<file path="src/rtl/nfba_pkg.sv">
`default_nettype none
// ----------------------------------------------------------------------------
// nfba_pkg
// Shared widths, codes and types of the next-fit bitmap allocator.
// ----------------------------------------------------------------------------
package nfba_pkg;

  localparam int MAX_CLUSTERS_DEF = 4096;
  localparam int WORD_BITS_DEF    = 64;

  localparam int FIELD_W  = 13;
  localparam int STATUS_W = 2;

  // cluster numbers start at two, bit positions at zero
  localparam logic [FIELD_W-1:0] CLUSTER_BASE = 13'd2;
  localparam logic [FIELD_W-1:0] COUNT_RESET  = 13'd4096;

  localparam logic REQ_ALLOC   = 1'b0;
  localparam logic REQ_RELEASE = 1'b1;

  typedef enum logic [STATUS_W-1:0] {
    ST_OK     = 2'd0,
    ST_FULL   = 2'd1,
    ST_DOUBLE = 2'd2,
    ST_RANGE  = 2'd3
  } status_t;

  typedef enum logic [2:0] {
    S_CLEAR,
    S_IDLE,
    S_SCAN,
    S_REL_RD,
    S_REL_CHK,
    S_EMIT
  } state_t;

endpackage
`default_nettype wire

</file>
<file path="src/rtl/nfba_cfg_if.sv">
`default_nettype none
// ----------------------------------------------------------------------------
// nfba_cfg_if
// Register write channel: cluster count of the allocator.
// ----------------------------------------------------------------------------
interface nfba_cfg_if;
  logic                         valid;
  logic                         ready;
  logic [nfba_pkg::FIELD_W-1:0] clusters_in_use;

  modport source (output valid, clusters_in_use, input ready);
  modport sink   (input valid, clusters_in_use, output ready);
endinterface
`default_nettype wire

</file>
<file path="src/rtl/nfba_req_if.sv">
`default_nettype none
// ----------------------------------------------------------------------------
// nfba_req_if
// Request channel: allocate or release beats.
// ----------------------------------------------------------------------------
interface nfba_req_if;
  logic                         valid;
  logic                         ready;
  logic                         req_type;
  logic [nfba_pkg::FIELD_W-1:0] cluster_number;

  modport source (output valid, req_type, cluster_number, input ready);
  modport sink   (input valid, req_type, cluster_number, output ready);
endinterface
`default_nettype wire

</file>
<file path="src/rtl/nfba_rsp_if.sv">
`default_nettype none
// ----------------------------------------------------------------------------
// nfba_rsp_if
// Response channel: granted cluster and status, one beat per request.
// ----------------------------------------------------------------------------
interface nfba_rsp_if;
  logic                          valid;
  logic                          ready;
  logic [nfba_pkg::FIELD_W-1:0]  allocated_cluster;
  logic [nfba_pkg::STATUS_W-1:0] status;

  modport source (output valid, allocated_cluster, status, input ready);
  modport sink   (input valid, allocated_cluster, status, output ready);
endinterface
`default_nettype wire

</file>
<file path="src/rtl/nfba_pos_split.sv">
`default_nettype none
// ----------------------------------------------------------------------------
// nfba_pos_split
// Splits a bit position into bitmap word and bit offset. The word is found
// by a reciprocal multiply (exact for every position), then registered.
// ----------------------------------------------------------------------------
module nfba_pos_split #(
  parameter int MAX_CLUSTERS = nfba_pkg::MAX_CLUSTERS_DEF,
  parameter int WORD_BITS    = nfba_pkg::WORD_BITS_DEF
) (
  input  wire logic                                   clk,
  input  wire logic                                   load,
  input  wire logic [$clog2(MAX_CLUSTERS)-1:0]        pos_in,
  output logic [((MAX_CLUSTERS + WORD_BITS - 1) / WORD_BITS > 1 ?
                 $clog2((MAX_CLUSTERS + WORD_BITS - 1) / WORD_BITS) : 1)-1:0] word_out,
  output logic [$clog2(WORD_BITS)-1:0]                bit_out
);

  localparam int PW         = $clog2(MAX_CLUSTERS);
  localparam int BW         = $clog2(WORD_BITS);
  localparam int WORD_COUNT = (MAX_CLUSTERS + WORD_BITS - 1) / WORD_BITS;
  localparam int WIDX       = (WORD_COUNT > 1) ? $clog2(WORD_COUNT) : 1;
  localparam int RSH        = PW + BW;
  localparam int RECIP      = ((1 << RSH) + WORD_BITS - 1) / WORD_BITS;
  localparam int RCW        = PW + 1;
  localparam int PRW        = PW + RCW;

  logic [PW-1:0]   pos_r;
  logic [WIDX-1:0] word_r;
  logic [PRW-1:0]  prod;
  logic [PW-1:0]   word_base;
  logic [PW-1:0]   rem;

  assign prod = {{RCW{1'b0}}, pos_in} * PRW'(RECIP);

  always_ff @(posedge clk) begin
    if (load) begin
      pos_r  <= pos_in;
      word_r <= prod[RSH +: WIDX];
    end
  end

  assign word_base = PW'(word_r) * PW'(WORD_BITS);
  assign rem       = pos_r - word_base;
  assign word_out  = word_r;
  assign bit_out   = rem[BW-1:0];

endmodule
`default_nettype wire

</file>
<file path="src/rtl/next_fit_bitmap_allocator.sv">
`default_nettype none
// ----------------------------------------------------------------------------
// next_fit_bitmap_allocator
// Next-fit cluster allocator over a usage bitmap held in a word memory.
// ----------------------------------------------------------------------------
// Requests are served one at a time. An allocate reads k bitmap words,
// one per cycle through the single read port, before its result: k is 1
// when the word at the next-fit pointer has a free bit in range and at most
// WORD_COUNT + 1 on a full scan. A release goes through split, read,
// modify-write and result; an out-of-range release goes straight to the
// result. A new request is taken as soon as the previous result sits in the
// output register. After reset a clearing pass writes zero to every word
// (64 words at the defaults), while no request is taken; count writes are
// taken at any time.
module next_fit_bitmap_allocator #(
  parameter int MAX_CLUSTERS = nfba_pkg::MAX_CLUSTERS_DEF,
  parameter int WORD_BITS    = nfba_pkg::WORD_BITS_DEF
) (
  input wire logic     clk,
  input wire logic     rst_n,
  nfba_cfg_if.sink     cfg_ch,
  nfba_req_if.sink     in_ch,
  nfba_rsp_if.source   out_ch
);

  localparam int FW         = nfba_pkg::FIELD_W;
  localparam int PW         = $clog2(MAX_CLUSTERS);
  localparam int BW         = $clog2(WORD_BITS);
  localparam int WORD_COUNT = (MAX_CLUSTERS + WORD_BITS - 1) / WORD_BITS;
  localparam int WIDX       = (WORD_COUNT > 1) ? $clog2(WORD_COUNT) : 1;
  localparam int CW         = $clog2(MAX_CLUSTERS + 1);
  localparam int XW         = ((CW > FW) ? CW : FW) + 1;

  // configuration and effective count
  logic [FW-1:0] cfg_count_r;
  logic [CW-1:0] count;

  assign cfg_ch.ready = 1'b1;
  assign count = (XW'(cfg_count_r) > XW'(MAX_CLUSTERS)) ? CW'(MAX_CLUSTERS) : CW'(cfg_count_r);

  // bitmap memory
  logic [WORD_BITS-1:0] mem [WORD_COUNT];
  logic                 mem_we;
  logic [WIDX-1:0]      mem_waddr;
  logic [WORD_BITS-1:0] mem_wdata;
  logic                 mem_re;
  logic [WIDX-1:0]      mem_raddr;
  logic [WORD_BITS-1:0] rd_data_r;

  always_ff @(posedge clk) begin
    if (mem_we) begin
      mem[mem_waddr] <= mem_wdata;
    end
    if (mem_re) begin
      rd_data_r <= mem[mem_raddr];
    end
  end

  // control state
  nfba_pkg::state_t state_r, state_nxt;
  logic [WIDX-1:0]  clr_r, clr_nxt;
  logic [WIDX-1:0]  nf_word_r, nf_word_nxt;
  logic [BW-1:0]    nf_bit_r, nf_bit_nxt;
  logic [CW-1:0]    nf_base_r, nf_base_nxt;
  logic             out_valid_r;

  // scan and result payload
  logic [WIDX-1:0]   sc_word_r, sc_word_nxt;
  logic [CW-1:0]     sc_base_r, sc_base_nxt;
  logic              sc_wrap_r, sc_wrap_nxt;
  logic              sc_first_r, sc_first_nxt;
  logic [WIDX-1:0]   st_word_r, st_word_nxt;
  logic [BW-1:0]     st_bit_r, st_bit_nxt;
  logic [FW-1:0]     res_cluster_r, res_cluster_nxt;
  nfba_pkg::status_t res_status_r, res_status_nxt;
  logic [FW-1:0]     out_cluster_r;
  nfba_pkg::status_t out_status_r;

  // release position split
  logic [FW-1:0]   rel_pos;
  logic            rel_bad;
  logic            split_load;
  logic [WIDX-1:0] split_word;
  logic [BW-1:0]   split_bit;

  assign rel_pos = in_ch.cluster_number - nfba_pkg::CLUSTER_BASE;
  assign rel_bad = (in_ch.cluster_number < nfba_pkg::CLUSTER_BASE) ||
                   (XW'(rel_pos) >= XW'(count));

  nfba_pos_split #(
    .MAX_CLUSTERS (MAX_CLUSTERS),
    .WORD_BITS    (WORD_BITS)
  ) u_split (
    .clk      (clk),
    .load     (split_load),
    .pos_in   (PW'(rel_pos)),
    .word_out (split_word),
    .bit_out  (split_bit)
  );

  // next-fit start: back to zero when the pointer has fallen out of range
  logic [XW-1:0] nf_lin;
  logic          nf_out;

  assign nf_lin = XW'(nf_base_r) + XW'(nf_bit_r);
  assign nf_out = nf_lin >= XW'(count);

  // word scan
  logic [XW-1:0]        lim;
  logic                 sc_last;
  logic [WORD_BITS-1:0] scan_mask;
  logic [WORD_BITS-1:0] free_bits;
  logic [WORD_BITS-1:0] pick;
  logic [BW-1:0]        pick_idx;
  logic                 found;
  logic [XW-1:0]        pick_lin;
  logic [FW-1:0]        grant;
  logic [XW-1:0]        next_base;
  logic                 wrap_now;

  assign lim     = XW'(count) - XW'(sc_base_r);
  assign sc_last = sc_wrap_r && (sc_word_r == st_word_r);

  always_comb begin
    scan_mask = '0;
    for (int j = 0; j < WORD_BITS; j++) begin
      // in range, at or after the start on the first visit, before it on the last
      scan_mask[j] = (XW'(j) < lim) &&
                     (!sc_first_r || (BW'(j) >= st_bit_r)) &&
                     (!sc_last || (BW'(j) < st_bit_r));
    end
  end

  assign free_bits = ~rd_data_r & scan_mask;
  assign pick      = free_bits & (~free_bits + WORD_BITS'(1));
  assign found     = |free_bits;

  always_comb begin
    pick_idx = '0;
    for (int j = 0; j < WORD_BITS; j++) begin
      if (pick[j]) begin
        pick_idx = pick_idx | BW'(j);
      end
    end
  end

  assign pick_lin  = XW'(sc_base_r) + XW'(pick_idx);
  assign grant     = FW'(pick_lin + XW'(nfba_pkg::CLUSTER_BASE));
  assign next_base = XW'(sc_base_r) + XW'(WORD_BITS);
  assign wrap_now  = next_base >= XW'(count);

  logic slot_free;
  assign slot_free   = !out_valid_r || out_ch.ready;
  assign in_ch.ready = (state_r == nfba_pkg::S_IDLE);

  always_comb begin
    state_nxt       = state_r;
    clr_nxt         = clr_r;
    nf_word_nxt     = nf_word_r;
    nf_bit_nxt      = nf_bit_r;
    nf_base_nxt     = nf_base_r;
    sc_word_nxt     = sc_word_r;
    sc_base_nxt     = sc_base_r;
    sc_wrap_nxt     = sc_wrap_r;
    sc_first_nxt    = sc_first_r;
    st_word_nxt     = st_word_r;
    st_bit_nxt      = st_bit_r;
    res_cluster_nxt = res_cluster_r;
    res_status_nxt  = res_status_r;
    mem_we          = 1'b0;
    mem_waddr       = '0;
    mem_wdata       = '0;
    mem_re          = 1'b0;
    mem_raddr       = '0;
    split_load      = 1'b0;

    unique case (state_r)
      nfba_pkg::S_CLEAR: begin
        mem_we    = 1'b1;
        mem_waddr = clr_r;
        if (clr_r == WIDX'(WORD_COUNT - 1)) begin
          state_nxt = nfba_pkg::S_IDLE;
        end else begin
          clr_nxt = clr_r + WIDX'(1);
        end
      end

      nfba_pkg::S_IDLE: begin
        if (in_ch.valid) begin
          res_cluster_nxt = '0;
          if (in_ch.req_type == nfba_pkg::REQ_RELEASE) begin
            if (rel_bad) begin
              res_status_nxt = nfba_pkg::ST_RANGE;
              state_nxt      = nfba_pkg::S_EMIT;
            end else begin
              split_load = 1'b1;
              state_nxt  = nfba_pkg::S_REL_RD;
            end
          end else if (count == '0) begin
            res_status_nxt = nfba_pkg::ST_FULL;
            state_nxt      = nfba_pkg::S_EMIT;
          end else begin
            st_word_nxt  = nf_out ? '0 : nf_word_r;
            st_bit_nxt   = nf_out ? '0 : nf_bit_r;
            sc_word_nxt  = nf_out ? '0 : nf_word_r;
            sc_base_nxt  = nf_out ? '0 : nf_base_r;
            sc_wrap_nxt  = 1'b0;
            sc_first_nxt = 1'b1;
            mem_re       = 1'b1;
            mem_raddr    = nf_out ? '0 : nf_word_r;
            state_nxt    = nfba_pkg::S_SCAN;
          end
        end
      end

      nfba_pkg::S_SCAN: begin
        if (found) begin
          mem_we          = 1'b1;
          mem_waddr       = sc_word_r;
          mem_wdata       = rd_data_r | pick;
          nf_word_nxt     = sc_word_r;
          nf_bit_nxt      = pick_idx;
          nf_base_nxt     = sc_base_r;
          res_cluster_nxt = grant;
          res_status_nxt  = nfba_pkg::ST_OK;
          state_nxt       = nfba_pkg::S_EMIT;
        end else if (sc_last) begin
          res_status_nxt = nfba_pkg::ST_FULL;
          state_nxt      = nfba_pkg::S_EMIT;
        end else begin
          // read the next word while this one is being checked
          sc_first_nxt = 1'b0;
          mem_re       = 1'b1;
          if (wrap_now) begin
            sc_word_nxt = '0;
            sc_base_nxt = '0;
            sc_wrap_nxt = 1'b1;
            mem_raddr   = '0;
          end else begin
            sc_word_nxt = sc_word_r + WIDX'(1);
            sc_base_nxt = CW'(next_base);
            mem_raddr   = sc_word_r + WIDX'(1);
          end
        end
      end

      nfba_pkg::S_REL_RD: begin
        mem_re    = 1'b1;
        mem_raddr = split_word;
        state_nxt = nfba_pkg::S_REL_CHK;
      end

      nfba_pkg::S_REL_CHK: begin
        if (!rd_data_r[split_bit]) begin
          res_status_nxt = nfba_pkg::ST_DOUBLE;
        end else begin
          mem_we         = 1'b1;
          mem_waddr      = split_word;
          mem_wdata      = rd_data_r & ~(WORD_BITS'(1) << split_bit);
          res_status_nxt = nfba_pkg::ST_OK;
        end
        state_nxt = nfba_pkg::S_EMIT;
      end

      nfba_pkg::S_EMIT: begin
        if (slot_free) begin
          state_nxt = nfba_pkg::S_IDLE;
        end
      end

      default: begin
        state_nxt = nfba_pkg::S_IDLE;
      end
    endcase
  end

  always_ff @(posedge clk) begin
    if (!rst_n) begin
      state_r     <= nfba_pkg::S_CLEAR;
      clr_r       <= '0;
      nf_word_r   <= '0;
      nf_bit_r    <= '0;
      nf_base_r   <= '0;
      cfg_count_r <= nfba_pkg::COUNT_RESET;
      out_valid_r <= 1'b0;
    end else begin
      state_r   <= state_nxt;
      clr_r     <= clr_nxt;
      nf_word_r <= nf_word_nxt;
      nf_bit_r  <= nf_bit_nxt;
      nf_base_r <= nf_base_nxt;
      if (cfg_ch.valid) begin
        cfg_count_r <= cfg_ch.clusters_in_use;
      end
      if (state_r == nfba_pkg::S_EMIT && slot_free) begin
        out_valid_r <= 1'b1;
      end else if (out_ch.ready) begin
        out_valid_r <= 1'b0;
      end
    end
  end

  always_ff @(posedge clk) begin
    sc_word_r     <= sc_word_nxt;
    sc_base_r     <= sc_base_nxt;
    sc_wrap_r     <= sc_wrap_nxt;
    sc_first_r    <= sc_first_nxt;
    st_word_r     <= st_word_nxt;
    st_bit_r      <= st_bit_nxt;
    res_cluster_r <= res_cluster_nxt;
    res_status_r  <= res_status_nxt;
    if (state_r == nfba_pkg::S_EMIT && slot_free) begin
      out_cluster_r <= res_cluster_r;
      out_status_r  <= res_status_r;
    end
  end

  assign out_ch.valid             = out_valid_r;
  assign out_ch.allocated_cluster = out_cluster_r;
  assign out_ch.status            = out_status_r;

  // the granted bit was clear and lies inside the tracked range
  a_grant_free: assert property (@(posedge clk) disable iff (!rst_n)
    (state_r == nfba_pkg::S_SCAN && found) |->
      ((rd_data_r & pick) == '0) && $onehot(pick) && (pick_lin < XW'(count)))
    else $error("granted bit not free or out of range");

  // a successful release clears exactly one set bit
  a_release_one_bit: assert property (@(posedge clk) disable iff (!rst_n)
    (state_r == nfba_pkg::S_REL_CHK && mem_we) |->
      ($countones(rd_data_r ^ mem_wdata) == 1) && ((mem_wdata & ~rd_data_r) == '0))
    else $error("release changed other bits");

  // a result leaving the emit state lands in the output register
  a_emit_beat: assert property (@(posedge clk) disable iff (!rst_n)
    (state_r == nfba_pkg::S_EMIT && slot_free) |=>
      (out_valid_r && state_r == nfba_pkg::S_IDLE &&
       out_status_r == $past(res_status_r)))
    else $error("result beat lost");

  // no bitmap write outside the clearing pass, a grant or a release
  a_write_source: assert property (@(posedge clk) disable iff (!rst_n)
    mem_we |-> (state_r == nfba_pkg::S_CLEAR || state_r == nfba_pkg::S_SCAN ||
                state_r == nfba_pkg::S_REL_CHK))
    else $error("stray bitmap write");

endmodule
`default_nettype wire
</file>
<file path="src/flat_wrapper.sv">
// flat-port wrapper written by rule: the top's interface ports become plain ports
module next_fit_bitmap_allocator_flat 
#(
  parameter int MAX_CLUSTERS = nfba_pkg::MAX_CLUSTERS_DEF,
  parameter int WORD_BITS    = nfba_pkg::WORD_BITS_DEF
)
  (clk, rst_n, cfg_ch_valid, cfg_ch_clusters_in_use, cfg_ch_ready, in_ch_valid, in_ch_req_type, in_ch_cluster_number, in_ch_ready, out_ch_valid, out_ch_allocated_cluster, out_ch_status, out_ch_ready);
  nfba_cfg_if cfg_ch_i ();
  nfba_req_if in_ch_i ();
  nfba_rsp_if out_ch_i ();
  input wire logic clk;
  input wire logic rst_n;
  input wire logic [$bits(cfg_ch_i.valid)-1:0] cfg_ch_valid;
  input wire logic [$bits(cfg_ch_i.clusters_in_use)-1:0] cfg_ch_clusters_in_use;
  output wire logic [$bits(cfg_ch_i.ready)-1:0] cfg_ch_ready;
  input wire logic [$bits(in_ch_i.valid)-1:0] in_ch_valid;
  input wire logic [$bits(in_ch_i.req_type)-1:0] in_ch_req_type;
  input wire logic [$bits(in_ch_i.cluster_number)-1:0] in_ch_cluster_number;
  output wire logic [$bits(in_ch_i.ready)-1:0] in_ch_ready;
  output wire logic [$bits(out_ch_i.valid)-1:0] out_ch_valid;
  output wire logic [$bits(out_ch_i.allocated_cluster)-1:0] out_ch_allocated_cluster;
  output wire logic [$bits(out_ch_i.status)-1:0] out_ch_status;
  input wire logic [$bits(out_ch_i.ready)-1:0] out_ch_ready;
  assign cfg_ch_i.valid = cfg_ch_valid;
  assign cfg_ch_i.clusters_in_use = cfg_ch_clusters_in_use;
  assign cfg_ch_ready = cfg_ch_i.ready;
  assign in_ch_i.valid = in_ch_valid;
  assign in_ch_i.req_type = in_ch_req_type;
  assign in_ch_i.cluster_number = in_ch_cluster_number;
  assign in_ch_ready = in_ch_i.ready;
  assign out_ch_valid = out_ch_i.valid;
  assign out_ch_allocated_cluster = out_ch_i.allocated_cluster;
  assign out_ch_status = out_ch_i.status;
  assign out_ch_i.ready = out_ch_ready;
  next_fit_bitmap_allocator #(.MAX_CLUSTERS(MAX_CLUSTERS), .WORD_BITS(WORD_BITS)) u_core (.clk(clk), .rst_n(rst_n), .cfg_ch(cfg_ch_i), .in_ch(in_ch_i), .out_ch(out_ch_i));
endmodule
</file>
<file path="config.mk">
export PLATFORM = sky130hd
export DESIGN_NAME = next_fit_bitmap_allocator_flat
export DESIGN_NICKNAME = d
export VERILOG_FILES = /design/src/rtl/nfba_pkg.sv /design/src/rtl/nfba_cfg_if.sv /design/src/rtl/nfba_req_if.sv /design/src/rtl/nfba_rsp_if.sv /design/src/rtl/nfba_pos_split.sv /design/src/rtl/next_fit_bitmap_allocator.sv /design/src/flat_wrapper.sv
export SDC_FILE = /design/constraint.sdc
export NUM_CORES = 2
export LEC_CHECK = 0
export BUFFER_PORTS_ARGS = -buffer_cell sky130_fd_sc_hd__buf_2
export CAP_MARGIN = 20
export CORE_ASPECT_RATIO = 0.9
export CORE_UTILIZATION = 47
export CTS_CLUSTER_DIAMETER = 50
export DETAILED_ROUTE_END_ITERATION = 7
export PLACE_DENSITY_LB_ADDON = 0.1
export SLEW_MARGIN = 10
export SYNTH_ARGS = -nofsm -noshare
export SYNTH_HDL_FRONTEND = slang
export SYNTH_SLANG_ARGS = --single-unit
</file>
<file path="constraint.sdc">
create_clock -name clk -period 8.3 [get_ports clk]
set_input_delay 0.83 -clock clk [delete_from_list [all_inputs] [get_ports clk]]
set_output_delay 0.83 -clock clk [all_outputs]
set_load 0.1 [all_outputs]
</file>
# After elaboration in Yosys (flattened, before gate mapping)
# Memory sizes are Yosys's and may differ from the RTL's. A register that Yosys moved wholly into a read port is not among the register bits.
# Cells that the tools add are included.
word_totals:
  wordCells: 805
  output_inout_bits: 18
  latchBits: 0
  reg_bits: 123
  mem_bits_ro: 0
  inputBits: 32
  mem_bits_rw: 4096
  memories: 1
op_classes:
  eq_ne: 22
  n_addsub: 10
  n_lt_le_gt_ge: 198
  shift: 1
  div_mod_pow: 0
  n_reduce_logical: 276
  muxes: 271
  mul: 0
  bitwise: 7
memory_table:
  columns: ["name", "depth", "width", "read_ports", "rd_ports_with_merged_regs", "write_ports", "line_no", "rtl"]
  rows:
  - ["u_core.mem", 64, 64, 1, 1, 1, "next_fit_bitmap_allocator.sv:42", "logic [WORD_BITS-1:0] mem [WORD_COUNT];"]
op_table:
  columns: ["operator", "n"]
  rows:
  - ["two-way mux 6 bit", 85]
  - ["< comparator 6 x 14 -> 1 bit, first input constant", 32]
  - ["two-way mux 13 bit", 28]
  - ["two-way mux 64 bit", 4]
  - ["< comparator 5 x 14 -> 1 bit, first input constant", 16]
  - ["bitwise AND 64 bit", 3]
  - [">= comparator 6 bit, first input constant", 32]
  - ["< comparator 6 bit, first input constant", 32]
  - ["NOT 64 bit", 3]
  - ["logical AND 1 bit", 130]
  - ["logical OR 1 bit", 130]
  - ["case mux 64 bit (2 select lines)", 1]
  - ["< comparator 4 x 14 -> 1 bit, first input constant", 8]
  - [">= comparator 5 x 6 -> 1 bit, first input constant", 16]
  - ["< comparator 5 x 6 -> 1 bit, first input constant", 16]
  - ["two-way mux 5 bit", 16]
  - ["two-way mux 3 bit", 26]
  - ["two-way mux 1 bit", 69]
  - ["adder 64 x 1 -> 64 bit, second input constant", 1]
  - ["OR 64 bit", 1]
  - ["OR reduction 64 bit", 1]
  - ["<< shifter 1 x 6 -> 64 bit, first input constant", 1]
  - ["< comparator 3 x 14 -> 1 bit, first input constant", 4]
  - ["case mux 13 bit (2 select lines)", 2]
  - ["other kinds (52)", 128]

# Depth between registers and ports, before layout
logic_depth:
  ltp_word: 78
  ltp_mapped: 36

# Cells and area by module
# A second synthesis with hierarchy kept.
unflattened:
  cells_unflattened: 12848
  area_unflattened_um2: 175274.4
by_module_without_submodules:
  columns: ["mod", "n_inst", "cells_each", "seq_area_each_um2", "area_per_inst_um2"]
  rows:
  - ["next_fit_bitmap_allocator", 1, 12836, 127772.5, 174914.0]
  - ["nfba_pos_split", 1, 12, 360.3, 360.3]

# Worst setup path before layout
# OpenSTA, ideal clock, no wires.
synth_path:
  path_type: "register to register"
  startpoint: "register u_core.cfg_count_r[12]"
  endpoint: "memory u_core.mem[0][0] in the netlist's numbering, enable pin"
  n_path_buf: 2
  slack_ns: -0.482
  synth_period_minus_slack_ns: 8.782
  t_arrival_ns: 8.295
  stages_incl_launch_ff: 22
  path_cell_list: "dfxtp_1 -> inv_1 -> clkbuf_1 -> nand2_1 -> ha_1 -> fa_1 -> nand2b_1 -> a211o_1 -> a211o_1 -> o211a_2 -> a2111o_1 -> buf_2 -> nor3_2 -> o2111a_1 -> and2_1 -> nand4b_2 -> nor4_4 -> a31oi_1 -> a222oi_1 -> nand3_1 -> a31o_2 -> nor2_1"
synth_between:
  elab_chain_cells: 13
synth_rtl:
  columns: ["item", "line_no", "rtl"]
  rows:
  - ["from (decl)", "next_fit_bitmap_allocator.sv:35", "logic [FW-1:0] cfg_count_r;"]
  - ["from (signal assigned)", "next_fit_bitmap_allocator.sv:284", "cfg_count_r <= nfba_pkg::COUNT_RESET;"]
  - ["from (signal assigned)", "next_fit_bitmap_allocator.sv:293", "cfg_count_r <= cfg_ch.clusters_in_use;"]
  - ["> comparator 13 bit", "next_fit_bitmap_allocator.sv:39", "assign count = (XW'(cfg_count_r) > XW'(MAX_CLUSTERS)) ? CW'(MAX_CLUSTERS) : CW'(cfg_count_r);"]
  - ["two-way mux 13 bit (*)", "next_fit_bitmap_allocator.sv:39", null]
  - ["subtractor 13 x 13 -> 14 bit (*)", "next_fit_bitmap_allocator.sv:121", "assign lim = XW'(count) - XW'(sc_base_r);"]
  - ["< comparator 1 x 14 -> 1 bit, or another cell as far along", "next_fit_bitmap_allocator.sv:128", "scan_mask[j] = (XW'(j) < lim) &&"]
  - ["logical AND 1 bit", "next_fit_bitmap_allocator.sv:128", null]
  - ["logical AND 1 bit", "next_fit_bitmap_allocator.sv:129", "(!sc_first_r || (BW'(j) >= st_bit_r)) &&"]
  - ["bitwise AND 64 bit (*)", "next_fit_bitmap_allocator.sv:134", "assign free_bits = ~rd_data_r & scan_mask;"]
  - ["OR reduction 64 bit (*)", "next_fit_bitmap_allocator.sv:136", "assign found = |free_bits;"]
  - ["two-way mux 1 bit", "next_fit_bitmap_allocator.sv:217", "if (found) begin"]
  - ["two-way mux 1 bit", "next_fit_bitmap_allocator.sv:177", "unique case (state_r)"]
  - ["case mux 1 bit (3 select lines)", "next_fit_bitmap_allocator.sv:177", null]
  - ["two-way mux 1 bit", "next_fit_bitmap_allocator.sv:51", "if (mem_we) begin"]
  - ["two-way mux 1 bit (not written as such)", "next_fit_bitmap_allocator.sv:52", "mem[mem_waddr] <= mem_wdata;"]
  - ["to (decl)", "next_fit_bitmap_allocator.sv:42", null]
# Every way passes the cells marked *; elsewhere a longest branch is shown, timed or not. The select of a mux whose other input is x is not followed.

# Worst setup path after layout
layout_path:
  startpoint: "register u_core.cfg_count_r[12]"
  endpoint: "register u_core.rd_data_r[22] (read register of u_core.mem), data pin"
layout_between:
  elab_chain_cells: 14
layout_rtl:
  columns: ["item", "line_no", "rtl"]
  rows:
  - ["> comparator 13 bit", "next_fit_bitmap_allocator.sv:39", null]
  - ["two-way mux 13 bit (*)", "next_fit_bitmap_allocator.sv:39", null]
  - ["branches (longest 12 deep; another with subtractor 13 x 13 -> 14 bit)", null, null]
  - ["to (decl)", "next_fit_bitmap_allocator.sv:48", "logic [WORD_BITS-1:0] rd_data_r;"]
# Mark *: on every way between the ends. The select of a mux whose other input is x is not followed.
# A chain may end at the register's enable or synchronous reset.

==> results.ini <==
[setup_path]
reg2reg_to = u_core.rd_data_r[22]
r2r_start = u_core.cfg_count_r[12]
required_ps = 9070
crit_end = u_core.rd_data_r[22]
worstSetupPathType = flop to flop
rrSetupSlack_ps = 30
cp-start-kind = flop
cp_data_arrival_time_ps = 9040
cp-startpoint = u_core.cfg_count_r[12]
path_max_fanout = 12
worst_r2r_path_depth = 22
end_kind = flop

[clocking]
cts_tree = yes
post_cts_buffers = 0
clk-insertion-delay-late_ps = 1030
cts_buffers = 455
cts_root_buf = clkbuf_16
htreeDepth = 5
clockBufferDepth = 4
cts.sinks = 4283
clk_pin_slew_worst_paths_ps = 60

[min_path]
hold_class = input pin to flop

[drt]
drt-initial-drc-count = 20454
num_vias = 118407
ant_nets = 0
vias_per_cell = 6.73
drt-total-wl_um = 711000
drc = 0
dr.pass1.iters = 6
avgRoutedWirePerCell_um = 40.4

[sta]
finalSetupViolCount = 0
hold_violations = 0
worst_slew_pin_slew_ps = 1370
timing.final.crit_share_pct = 99.7
min_period_ps = 8270
timing.fmax_mhz = 121
final-max-slew-violation-count = 0
skew_ps = 88.7
relSlewSlack_pct = 8.41
fin_setup_tns_ps = 0
rsz0062_at_grt = no
hold_slack_ps = 100

[layout]
most-common-layout-cells = edfxtp_1 (4235), nand2_1 (2136), buf_4 (699)
syn_to_final_growth_pct = 17.0
layout.nets = 12405
layout-drive-gt1-share_pct = 17.5
layout_commonest_cell = edfxtp_1

[global_routing]
grt_pass1_wl_um = 953000
grt-ovfl-total = 0
grt_use_total_pct = 37.4
grt_start_max_net_pins = 111
antenna_found_initial = 56
grt_pass1_vias = 109930

[synthesis]
synth-edff-count = 4235
syn-cell-area_sq_um = 174000
synthFlopType = edfxtp_1
ys_ff_latch = 4283
synthCells = 11582
synth_seq_area_share_pct = 73.5
syn_nets = 11691
avgSynthCellArea_sq_um = 15.0
async_flop_share_pct = 0
synthDistinctLibCells = 105
yosysWarnings = 0

[floorplanning]
fp.dieH_um = 580
die_w_um = 644
pin_count = 50
rows = 211
dieArea_sq_um = 373000
core_area_sq_um = 368000
initial_core_util_pct = 47.3

[outcome]
outcome = completed

[power]
power_mw = 47.6
irDropWorstVdd_mv = 0.239
leakagePower_nw = 69.3
powerDensity_nw_per_um2 = 234

[run]
cap_violations = 0

[place]
io_buffers = 48
hpwl_um = 424000
place.gp.congestion = 0.938

-- Yosys cell counts, drive strengths merged, types with 20 or more instances --
library cell	instances	area [sq um]
mux4	286	6440
a22o	33	289
o2111ai	76	666
a211oi	179	1370
a2111oi	69	648
nor3	81	415
nand2	2148	8070
xnor2	33	289
mux2i	442	4420
and3	167	1040
or2	24	150
buf	368	2020
a32o	36	360
o22ai	31	194
inv	62	233
clkbuf	400	1500
edfxtp	4235	127000
o21a	24	180
dfxtp	48	961
o21ai	268	1340
a31oi	218	1360
o31ai	20	155
o221ai	55	482
nand2b	29	181
a221oi	48	420
a311oi	31	272
o211ai	51	383
nor2b	22	138
nor4	39	284
and2	41	257
ha	74	926
nand3	525	2630
a22oi	71	547
a21o	39	293
or3	28	175
nor2	306	1170
nand4	105	669
a21oi	444	2220
a32oi	182	1590
-- area by class of cell --
class / instances / area, sq um
Antenna cell: 19 / 47.5
Clock buffer: 543 / 11800
Clock inverter: 305 / 2670
Fill cell: 29509 / 164000
Inverter: 62 / 233
Multi-Input combinational cell: 6469 / 43800
Sequential cell: 4283 / 128000
Tap cell: 4899 / 6130
Timing Repair Buffer: 1025 / 11000
-- cell families after synthesis --
logic type / Yosys count / share of synthesized area (%)
compound gates: 2020 / 8.12
xor+xnor: 51 / 0.256
fa+ha+maj: 77 / 0.566
buf+inv: 830 / 2.15
flops: 4283 / 73.5
mux: 740 / 6.31
other cells: 1 / 0.00215
simple gates: 3580 / 9.04
-- how the worst min path moves through the flow --
stage                                        start  slack (ps)                             endpoint  depth (start not counted)
after global placement     u_core.res_cluster_r[8]         410   u_core.out_ch.allocated_cluster[8]                          0
after CTS                  in_ch_cluster_number[0]          50              u_core.u_split.pos_r[0]                          1
final                      in_ch_cluster_number[0]         100              u_core.u_split.pos_r[0]                          1
after detailed placement  u_core.res_cluster_r[10]         410  u_core.out_ch.allocated_cluster[10]                          0
after floorplan            u_core.res_cluster_r[0]         400   u_core.out_ch.allocated_cluster[0]                          0
after global routing       in_ch_cluster_number[0]          90              u_core.u_split.pos_r[0]                          1
-- sequential cells by signal, summed over array words and instances, names as in the netlist, 13 cells and up --
name                             flops
u_core.sc_base_r                    13
u_core.rd_data_r                    64
u_core.nf_base_r                    13
u_core.cfg_count_r                  13
u_core.mem                        4096
u_core.res_cluster_r                13
u_core.out_ch.allocated_cluster     13
-- power breakdown --
| group | switching (mW) | internal, mW |
|---|---|---|
| Sequential | 0.255 | 24.4 |
| Clock | 8.71 | 11.2 |
| Combinational | 2.19 | 0.904 |
-- worst max-delay path: stages, from the launching register on --
cell and delay, ps:
dfxtp_1 310, inv_1 130, nand2_1 120, ha_1 240, fa_1 400, nand2b_1 200, a21oi_1 310, xnor2_2 340
nor4_1 900, o2111ai_1 510, nand2_1 310, a211oi_1 130, nand4bb_1 460, or4_1 430, a211oi_4 140, buf_12 190
nand2_1 760, buf_4 410, buf_4 270, a21oi_1 60, a2111oi_0 1010, a22oi_1 180, a22o_1 230
-- per-stage QoR --
stage / std cells / worst slack, ps / cell area [sq um] / util (%)
floorplan: 11582 / -482 / 174000 / -
global placement: 16734 / 196 / 189000 / 51.4
detailed placement: 16738 / 156 / 189000 / 51.4
CTS: 17586 / 132 / 204000 / 55.4
global route: 17588 / 38.1 / 204000 / 55.4
finish: 17605 / 28.1 / 204000 / 55.4
-- metal layers --
layer	GRT usage, %	vias to the layer above	routed length (um)
li1	-	46799	-
met3	7.68	1548	83600
met4	16.3	18	36500
met5	0	-	131
met2	55.4	8549	309000
met1	53.9	61493	282000
-- timing repair --
| item | CTS | global route |
|---|---|---|
| hold buffers | 0 | 0 |
| endpoints found under the setup margin | 0 | 4 |
| gates resized for setup | 0 | 4 |
No activity file was read; power rests on OpenSTA's default activity.
